$ cat config.mk
export PLATFORM = sky130hd
export DESIGN_NAME = packet_filter_rule_table
export DESIGN_NICKNAME = d
export VERILOG_FILES = /design/src/hdl/pft_pkg.sv /design/src/hdl/pft_rule_ram.sv /design/src/hdl/pft_match.sv /design/src/hdl/packet_filter_rule_table.sv
export SDC_FILE = /design/constraint.sdc
export NUM_CORES = 2
export LEC_CHECK = 0
export BUFFER_PORTS_ARGS = -buffer_cell sky130_fd_sc_hd__buf_2
export CAP_MARGIN = 20
export CORE_AREA = 5 5 597 422
export DETAILED_ROUTE_END_ITERATION = 10
export DIE_AREA = 0 0 602 427
export GPL_TIMING_DRIVEN = 0
export PLACE_DENSITY = 0.57
export SLEW_MARGIN = 40
export SYNTH_ARGS = -nofsm -noshare
export SYNTH_HDL_FRONTEND = slang
export SYNTH_HIERARCHICAL = 1
export SYNTH_SLANG_ARGS = --single-unit
$ cat constraint.sdc
create_clock -name clk -period 19.1 [get_ports clk]
set_input_delay 1.91 -clock clk [delete_from_list [all_inputs] [get_ports clk]]
set_output_delay 1.91 -clock clk [all_outputs]
set_load 0.02 [all_outputs]
$ cat src/hdl/pft_pkg.sv
// pft_pkg: types, codes and sizes shared by the packet filter rule table
// used by pft_match, packet_filter_rule_table
`default_nettype none

package pft_pkg;

	localparam int TABLE_DEPTH = 16;
	localparam int IDX_W = (TABLE_DEPTH > 1) ? $clog2(TABLE_DEPTH) : 1;

	localparam logic [1:0] ACT_LOOKUP = 2'd0;
	localparam logic [1:0] ACT_INSERT = 2'd1;
	localparam logic [1:0] ACT_DELETE = 2'd2;
	localparam logic [1:0] ACT_CLEAR  = 2'd3;

	localparam logic [1:0] ST_OK    = 2'd0;
	localparam logic [1:0] ST_MISS  = 2'd1;
	localparam logic [1:0] ST_FULL  = 2'd2;
	localparam logic [1:0] ST_NO_ID = 2'd3;

	localparam logic [1:0] DIR_NONE   = 2'd0;
	localparam logic [1:0] DIR_INPUT  = 2'd1;
	localparam logic [1:0] DIR_OUTPUT = 2'd2;
	localparam logic [1:0] DIR_BAD    = 2'd3;

	localparam logic [1:0] VERD_UNSET = 2'd0;
	localparam logic [1:0] VERD_BAD   = 2'd3;

	localparam logic [7:0] PROTO_ICMP = 8'd1;

	typedef struct packed {
		logic [1:0]  action;
		logic [15:0] rule_id;
		logic [1:0]  direction;
		logic [7:0]  in_iface;
		logic [7:0]  out_iface;
		logic [7:0]  protocol;
		logic [31:0] src_ip;
		logic [31:0] dst_ip;
		logic [15:0] src_port;
		logic [15:0] dst_port;
		logic [1:0]  verdict_in;
	} req_t;

	typedef struct packed {
		logic [1:0]  status;
		logic [15:0] hit_id;
		logic [1:0]  verdict;
		logic [1:0]  hit_direction;
	} rsp_t;

	typedef struct packed {
		logic [15:0] id;
		logic [1:0]  dir;
		logic [7:0]  iif;
		logic [7:0]  oif;
		logic [7:0]  proto;
		logic [31:0] sip;
		logic [31:0] dip;
		logic [15:0] sport;
		logic [15:0] dport;
		logic [1:0]  verdict;
	} rule_t;

	typedef enum logic [1:0] {
		S_IDLE,
		S_SCAN,
		S_WAIT,
		S_DONE
	} state_t;

endpackage

`default_nettype wire

$ cat src/hdl/pft_rule_ram.sv
// pft_rule_ram: generic single write port, single read port synchronous ram
// with registered read data, no dependencies
`default_nettype none

module pft_rule_ram #(
	parameter int DEPTH = 16,
	parameter int WIDTH = 8,
	localparam int AW = (DEPTH > 1) ? $clog2(DEPTH) : 1
) (
	input  wire logic             clk,
	input  wire logic             we,
	input  wire logic [AW-1:0]    waddr,
	input  wire logic [WIDTH-1:0] wdata,
	input  wire logic [AW-1:0]    raddr,
	output logic      [WIDTH-1:0] rdata
);

	logic [WIDTH-1:0] mem [DEPTH];

	always_ff @(posedge clk) begin
		if (we) begin
			mem[waddr] <= wdata;
		end
	end

	always_ff @(posedge clk) begin
		rdata <= mem[raddr];
	end

endmodule

`default_nettype wire

$ cat src/hdl/pft_match.sv
// pft_match: decides whether one stored rule hits a lookup transaction
// depends on pft_pkg
`default_nettype none

module pft_match
	import pft_pkg::*;
(
	input  wire rule_t rule,
	input  wire req_t  req,
	output logic       hit
);

	function automatic logic chain_match(
		input logic [7:0]  r_if,
		input logic [7:0]  p_if,
		input logic [7:0]  r_pr,
		input logic [7:0]  p_pr,
		input logic [15:0] r_port,
		input logic [15:0] p_port,
		input logic [31:0] r_ip,
		input logic [31:0] p_ip
	);
		logic ok;
		logic port_bad;
		logic ip_bad;
		ok = 1'b0;
		port_bad = (p_pr != PROTO_ICMP) && (r_port != 16'd0) && (r_port != p_port);
		ip_bad = (r_ip != 32'd0) && (r_ip != p_ip);
		if (r_if != 8'd0 && p_if != 8'd0) begin
			if (r_if == p_if) begin
				ok = 1'b1;
				if (r_pr != 8'd0 && p_pr != 8'd0) begin
					if (r_pr != p_pr || port_bad) begin
						ok = 1'b0;
					end
				end
				if (ip_bad) begin
					ok = 1'b0;
				end
			end
		end else if (r_pr != 8'd0 && p_pr != 8'd0) begin
			ok = (r_pr == p_pr) && !port_bad && !ip_bad;
		end else if (r_ip != 32'd0) begin
			ok = (r_ip == p_ip);
		end
		return ok;
	endfunction

	always_comb begin
		hit = 1'b0;
		if (rule.id == req.rule_id) begin
			hit = 1'b1;
		end else if (req.direction == DIR_INPUT && rule.dir == DIR_INPUT) begin
			hit = chain_match(rule.iif, req.in_iface, rule.proto, req.protocol,
				rule.dport, req.dst_port, rule.sip, req.src_ip);
		end else if (req.direction == DIR_OUTPUT && rule.dir == DIR_OUTPUT) begin
			hit = chain_match(rule.oif, req.out_iface, rule.proto, req.protocol,
				rule.sport, req.src_port, rule.dip, req.dst_ip);
		end
	end

endmodule

`default_nettype wire

$ cat src/hdl/packet_filter_rule_table.sv
// packet_filter_rule_table: first-match firewall rule table, top level
// depends on pft_pkg, pft_rule_ram, pft_match
//
// Holds up to TABLE_DEPTH rules in a one-port-read synchronous ram with a
// valid bit per slot in flops. Insert and clear go from acceptance straight
// to the done state; lookup and delete read every slot once, one per cycle,
// through the ram read port, then pass a wait state before the done state.
// One transaction is worked at a time; a new one is taken as soon as the
// previous result sits in the output register, even if it is stalled.
// No clearing pass is needed after reset.
`default_nettype none

module packet_filter_rule_table
	import pft_pkg::*;
(
	input  wire logic clk,
	input  wire logic arst_n,
	input  wire logic req_valid,
	output logic      req_stall,
	input  wire req_t req,
	output logic      rsp_valid,
	input  wire logic rsp_stall,
	output rsp_t      rsp
);

	state_t state_q, state_d;

	req_t               req_q;
	logic [TABLE_DEPTH-1:0] valid_q;
	logic [15:0]        next_id_q;
	logic [IDX_W-1:0]   cnt_q;
	logic               rd_vld_s1;
	logic [IDX_W-1:0]   rd_idx_s1;
	logic               found_q;
	logic [IDX_W-1:0]   best_idx_q;
	logic [15:0]        best_id_q;
	logic [1:0]         best_verd_q;
	logic [1:0]         best_dir_q;
	logic               rsp_valid_q;
	rsp_t               rsp_q;

	logic               accept;
	logic               load;
	logic               cnt_last;
	logic               ram_we;
	rule_t              wr_rule;
	rule_t              rd_rule;
	logic [$bits(rule_t)-1:0] rd_bits;
	logic               match_hit;
	logic               slot_hit;
	logic               free_found;
	logic [IDX_W-1:0]   free_idx;
	rsp_t               result;
	logic               ins_ok;

	assign accept = req_valid && !req_stall;
	assign cnt_last = (cnt_q == IDX_W'(TABLE_DEPTH - 1));

	always_ff @(posedge clk or negedge arst_n) begin
		if (!arst_n) begin
			state_q <= S_IDLE;
		end else begin
			state_q <= state_d;
		end
	end

	always_comb begin
		state_d = state_q;
		req_stall = 1'b1;
		load = 1'b0;
		case (state_q)
			S_IDLE: begin
				req_stall = 1'b0;
				if (req_valid) begin
					if (req.action == ACT_LOOKUP || req.action == ACT_DELETE) begin
						state_d = S_SCAN;
					end else begin
						state_d = S_DONE;
					end
				end
			end
			S_SCAN: begin
				if (cnt_last) begin
					state_d = S_WAIT;
				end
			end
			S_WAIT: begin
				state_d = S_DONE;
			end
			S_DONE: begin
				if (!rsp_valid_q || !rsp_stall) begin
					load = 1'b1;
					state_d = S_IDLE;
				end
			end
			default: begin
				state_d = S_IDLE;
			end
		endcase
	end

	// lowest free slot
	always_comb begin
		free_found = 1'b0;
		free_idx = '0;
		for (int i = TABLE_DEPTH - 1; i >= 0; i--) begin
			if (!valid_q[i]) begin
				free_found = 1'b1;
				free_idx = IDX_W'(i);
			end
		end
	end

	always_comb begin
		wr_rule.id = next_id_q;
		wr_rule.dir = (req_q.direction == DIR_BAD) ? DIR_NONE : req_q.direction;
		wr_rule.iif = req_q.in_iface;
		wr_rule.oif = req_q.out_iface;
		wr_rule.proto = req_q.protocol;
		wr_rule.sip = req_q.src_ip;
		wr_rule.dip = req_q.dst_ip;
		wr_rule.sport = req_q.src_port;
		wr_rule.dport = req_q.dst_port;
		wr_rule.verdict = (req_q.verdict_in == VERD_BAD) ? VERD_UNSET : req_q.verdict_in;
	end

	assign ins_ok = (next_id_q != 16'd0) && free_found;
	assign ram_we = load && (req_q.action == ACT_INSERT) && ins_ok;

	pft_rule_ram #(
		.DEPTH(TABLE_DEPTH),
		.WIDTH($bits(rule_t))
	) u_ram (
		.clk  (clk),
		.we   (ram_we),
		.waddr(free_idx),
		.wdata(wr_rule),
		.raddr(cnt_q),
		.rdata(rd_bits)
	);

	assign rd_rule = rd_bits;

	pft_match u_match (
		.rule(rd_rule),
		.req (req_q),
		.hit (match_hit)
	);

	assign slot_hit = rd_vld_s1 && valid_q[rd_idx_s1] &&
		((req_q.action == ACT_LOOKUP) ? match_hit : (rd_rule.id == req_q.rule_id));

	always_comb begin
		result = '0;
		case (req_q.action)
			ACT_LOOKUP, ACT_DELETE: begin
				if (found_q) begin
					result.status = ST_OK;
					result.hit_id = best_id_q;
					result.verdict = best_verd_q;
					result.hit_direction = best_dir_q;
				end else begin
					result.status = ST_MISS;
				end
			end
			ACT_INSERT: begin
				if (next_id_q == 16'd0) begin
					result.status = ST_NO_ID;
				end else if (!free_found) begin
					result.status = ST_FULL;
				end else begin
					result.status = ST_OK;
					result.hit_id = next_id_q;
					result.verdict = wr_rule.verdict;
					result.hit_direction = wr_rule.dir;
				end
			end
			ACT_CLEAR: begin
				result.status = ST_OK;
			end
			default: begin
				result = '0;
			end
		endcase
	end

	always_ff @(posedge clk or negedge arst_n) begin
		if (!arst_n) begin
			valid_q <= '0;
			next_id_q <= 16'd1;
			cnt_q <= '0;
			rd_vld_s1 <= 1'b0;
			found_q <= 1'b0;
			rsp_valid_q <= 1'b0;
		end else begin
			rd_vld_s1 <= (state_q == S_SCAN);
			if (accept) begin
				cnt_q <= '0;
				found_q <= 1'b0;
			end else if (state_q == S_SCAN && !cnt_last) begin
				cnt_q <= cnt_q + IDX_W'(1);
			end
			if (slot_hit && (!found_q || rd_rule.id < best_id_q)) begin
				found_q <= 1'b1;
			end
			if (load) begin
				rsp_valid_q <= 1'b1;
			end else if (rsp_valid_q && !rsp_stall) begin
				rsp_valid_q <= 1'b0;
			end
			if (load) begin
				case (req_q.action)
					ACT_INSERT: begin
						if (ins_ok) begin
							valid_q[free_idx] <= 1'b1;
							next_id_q <= next_id_q + 16'd1;
						end
					end
					ACT_DELETE: begin
						if (found_q) begin
							valid_q[best_idx_q] <= 1'b0;
						end
					end
					ACT_CLEAR: begin
						valid_q <= '0;
					end
					default: begin
					end
				endcase
			end
		end
	end

	always_ff @(posedge clk) begin
		rd_idx_s1 <= cnt_q;
		if (accept) begin
			req_q <= req;
		end
		if (slot_hit && (!found_q || rd_rule.id < best_id_q)) begin
			best_idx_q <= rd_idx_s1;
			best_id_q <= rd_rule.id;
			best_verd_q <= rd_rule.verdict;
			best_dir_q <= rd_rule.dir;
		end
		if (load) begin
			rsp_q <= result;
		end
	end

	assign rsp_valid = rsp_valid_q;
	assign rsp = rsp_q;

`ifndef SYNTHESIS
	a_insert_fills: assert property (@(posedge clk) disable iff (!arst_n)
		ram_we |=> $countones(valid_q) == $past($countones(valid_q)) + 1)
		else $error("insert did not fill exactly one slot");

	a_clear_empties: assert property (@(posedge clk) disable iff (!arst_n)
		(load && req_q.action == ACT_CLEAR) |=> valid_q == '0)
		else $error("clear left valid slots");

	a_miss_no_id: assert property (@(posedge clk) disable iff (!arst_n)
		(rsp_valid && rsp.status != ST_OK) |-> rsp.hit_id == 16'd0)
		else $error("failed transaction carries a rule id");

	a_busy_stalls: assert property (@(posedge clk) disable iff (!arst_n)
		(state_q == S_SCAN || state_q == S_WAIT) |-> req_stall && !load)
		else $error("new transaction taken during a scan");
`endif

endmodule

`default_nettype wire
==> flow_summary.toml <==
[outcome]
outcome = "finished, final reports clean"

[clocking]
cts_sinks = 2613
clockBufferDepth = 4
clk_pin_slew_ns = 0.06
h-tree-depth = 4
clock-root-buffer = "clkbuf_16"
worst_skew_pair.late_latency_ns = 0.91
cts_tree = "built"
numCtsBuffers = 239
postCtsSetupBuffers = 0
cts_hold_buf = 0
cts_resized = 0

[synth]
synth_simple_gate_area_share_pct = 2.08
synthCells = 4470
yosysTopAreaCellShare_pct = 74.6
synthAdderAreaFrac_pct = 0.294
synth.most_common_cell = "edfxtp_1"
synth_common_cells = "edfxtp_1, mux4_2, a22oi_1"
synth_ff_type = "edfxtp_1"
synth_compound_area_share_pct = 3.10
synth_cell_types = 73
synth.area.mux_share_pct = 13.3
synth_top_family_by_area = "multiplexers"
ys_seq_elements = 2613
synth_xor_area_share_pct = 1.52
async_flop_share_pct = 1.57
syn_avg_cell_area_um2 = 21.9
yosysTopAreaCell = "edfxtp_1"
synth_edf_count = 2428
synth_fp_nets = 4639
yosysSeqAreaShare_pct = 78.6
ys_warn_count = 6
synthTopCellsByArea = "edfxtp_1, mux4_2, dfxtp_1"
synth_area_um2 = 97700

[die]
die_y_um = 427
rows = 153
pin_count = 170
die_x_um = 602
core_area_um2 = 246000
start_util_pct = 39.7
die_area_um2 = 257000

[timing]
finalClockSkew_ns = 0.0963
max-slew-margin-rel_pct = 41.1
setup_ws_ns = 13.79
finalCritPeriodShare_pct = 27.8
clock.fmax_mhz = 188
finalSetupViolCount = 0
rsz0062_at_grt = "no"
finalMaxSlewViolations = 0
tightest_slew_ns = 0.883
min_period_ns = 5.31
final_hold_viol_count = 0

[grt]
grt_pass1_wl_mm = 369
antenna_found_initial = 13
overflow = 0
grt_max_degree = 56
grt_pass1_vias = 48417
grtUsageTotal_pct = 20.0

[critical_path]
regToRegSetupSlack_ns = 13.88
timing.critical_path.to_type = "register"
setup.worst_path.class = "in -> reg"
reg2reg_from = "req_q[19]"
r2r_cells = 12
cp-start-kind = "input port"
worstPathArrival_ns = 5.88
r2r-end = "best_dir_q[0]"
path_max_fanout = 11
cp.required_ns = 19.67

[power_and_ir_drop]
cellPowerDensity_nw_per_um2 = 133
ir_drop_mv = 0.0829
p_leak_nw = 37.1
finalPower_w = 0.0153

[routing]
first_pass_iters = 5
drc_errors = 0
top_layer = "met5"
wl_mm = 261
wl_met2_mm = 113
drt_iter0_markers = 5604
wl_met3_mm = 25.1
vias = 48996
via_per_inst = 5.67
wire_per_inst_um = 30.2
postRouteAntennaNets = 0
wl_met1_mm = 116

[placement]
port_buffers = 169
dp_hpwl_mm = 179
dpl-instance-area_um2 = 107000
dp_slack_ns = 12.96
gp_congestion = 0.797

[layout]
fillCellCount = 20420
seq_area_um2 = 76800
drive_above_1_share_pct = 30.0
multi_input_area_um2 = 20000
nNetsFinal = 5349
finish.instance_area_um2 = 115000
areaGrowthSynthToFinish_pct = 17.6

[worst_hold_path]
hp-class = "reg -> reg"
worstHoldStart = "u_ram/rdata[1]"
min_to = "best_verd_q[1]"
min_path_cells = 0

[flow_run]
max_cap_viol_count = 0
sequential cells by signal (all words and copies together) (netlist names):
register     count
rsp             22
best_id_q       16
found_q          1
state_q          2
next_id_q       16
best_dir_q       2
best_verd_q      2
rsp_valid        1
req_q          142
rd_idx_s1        4
best_idx_q       4
cnt_q            4
rd_vld_s1        1
valid_q         16
u_ram/rdata    140
u_ram/mem     2240
area by class of cell:
cell class,instances,share of cell area [%]
Timing Repair Buffer,469,4.49
Antenna cell,8,0.0174
Clock inverter,106,0.812
Inverter,33,0.114
Tap cell,3255,3.54
Buffer,206,0.916
Sequential cell,2613,66.8
Clock buffer,330,5.86
Multi-Input combinational cell,1618,17.4
cell usage in the layout, fill, tap and decap left out, types with 32 or more instances in the layout:
cell type  Yosys  routed
a22oi_1      236     236
buf_16         0      77
buf_2         65     296
buf_4         23     106
buf_8          0      86
clkbuf_1      85     112
clkbuf_16      0     244
clkinv_2       0      48
dfrtp_1       40      35
dfxtp_1      144     144
edfxtp_1    2428    2428
inv_1         33      32
mux2_2        71      71
mux4_2       525     525
nand2_1      140     140
nor2b_1       37      33
nor4_1        62      58
xnor2_1       71      71
xor2_1        99      99
worst max-delay path by stage:
stage | start | end | slack, ns | cells past startpoint
after floorplan | rsp_stall | u_ram/mem[0][0] | 4.04 | 6
after global placement | rsp_stall | u_ram/mem[8][70] | -10.14 | 7
after detailed placement | rsp_stall | u_ram/mem[4][72] | 12.96 | 15
after CTS | rsp_stall | u_ram/mem[4][72] | 13.87 | 15
after global routing | req_q[19] | best_dir_q[0] | 13.65 | 12
final | rsp_stall | u_ram/mem[4][76] | 13.79 | 15
per-stage QoR:
| stage | utilization [%] | cells | setup TNS, ns | hold slack, ns |
|---|---|---|---|---|
| final | 46.7 | 8638 | 0 | 0.409 |
| after global routing | 46.7 | 8634 | 0 | 0.437 |
| after CTS | 46.7 | 8629 | 0 | 0.408 |
| after detailed placement | 43.5 | 8193 | 0 | 0.393 |
| after global placement | 41.7 | 7894 | -7225.68 | 0.394 |
| after floorplan | - | 4470 | 0 | 0.386 |
kinds of logic after synthesis:
logic type / count (synthesis)
and+or+nand+nor: 388
DFF: 2613
AOI/OAI and AO/OA: 409
muxes: 628
buffers and inverters: 239
xor gates and xnor gates: 170
adders and majority gates: 23
report_power, final:
group	internal, W	switching (W)	total [W]
clock	0.00266	0.00209	0.00475
combinational	0.00142	0.00195	0.00337
sequential	0.00672	0.000434	0.00716
total	0.0108	0.00447	0.0153
critical path, cell delays in order:
cell	delay [ns]
buf_2	0.13
a21boi_4	0.30
and2_1	0.23
and3_1	0.19
buf_6	0.17
nand3b_1	0.32
nor3_2	0.56
buf_2	0.34
buf_2	0.28
buf_2	0.25
buf_2	0.24
buf_2	0.25
buf_2	0.21
buf_2	0.25
buf_2	0.24
metal layers:
metal | GRT usage, % | vias to the layer above
li1 | - | 20165
met1 | 30.2 | 26309
met2 | 28.9 | 2163
met3 | 5.25 | 357
met4 | 5.43 | 2
met5 | 0 | -
No activity file was read; power rests on OpenSTA's default activity.
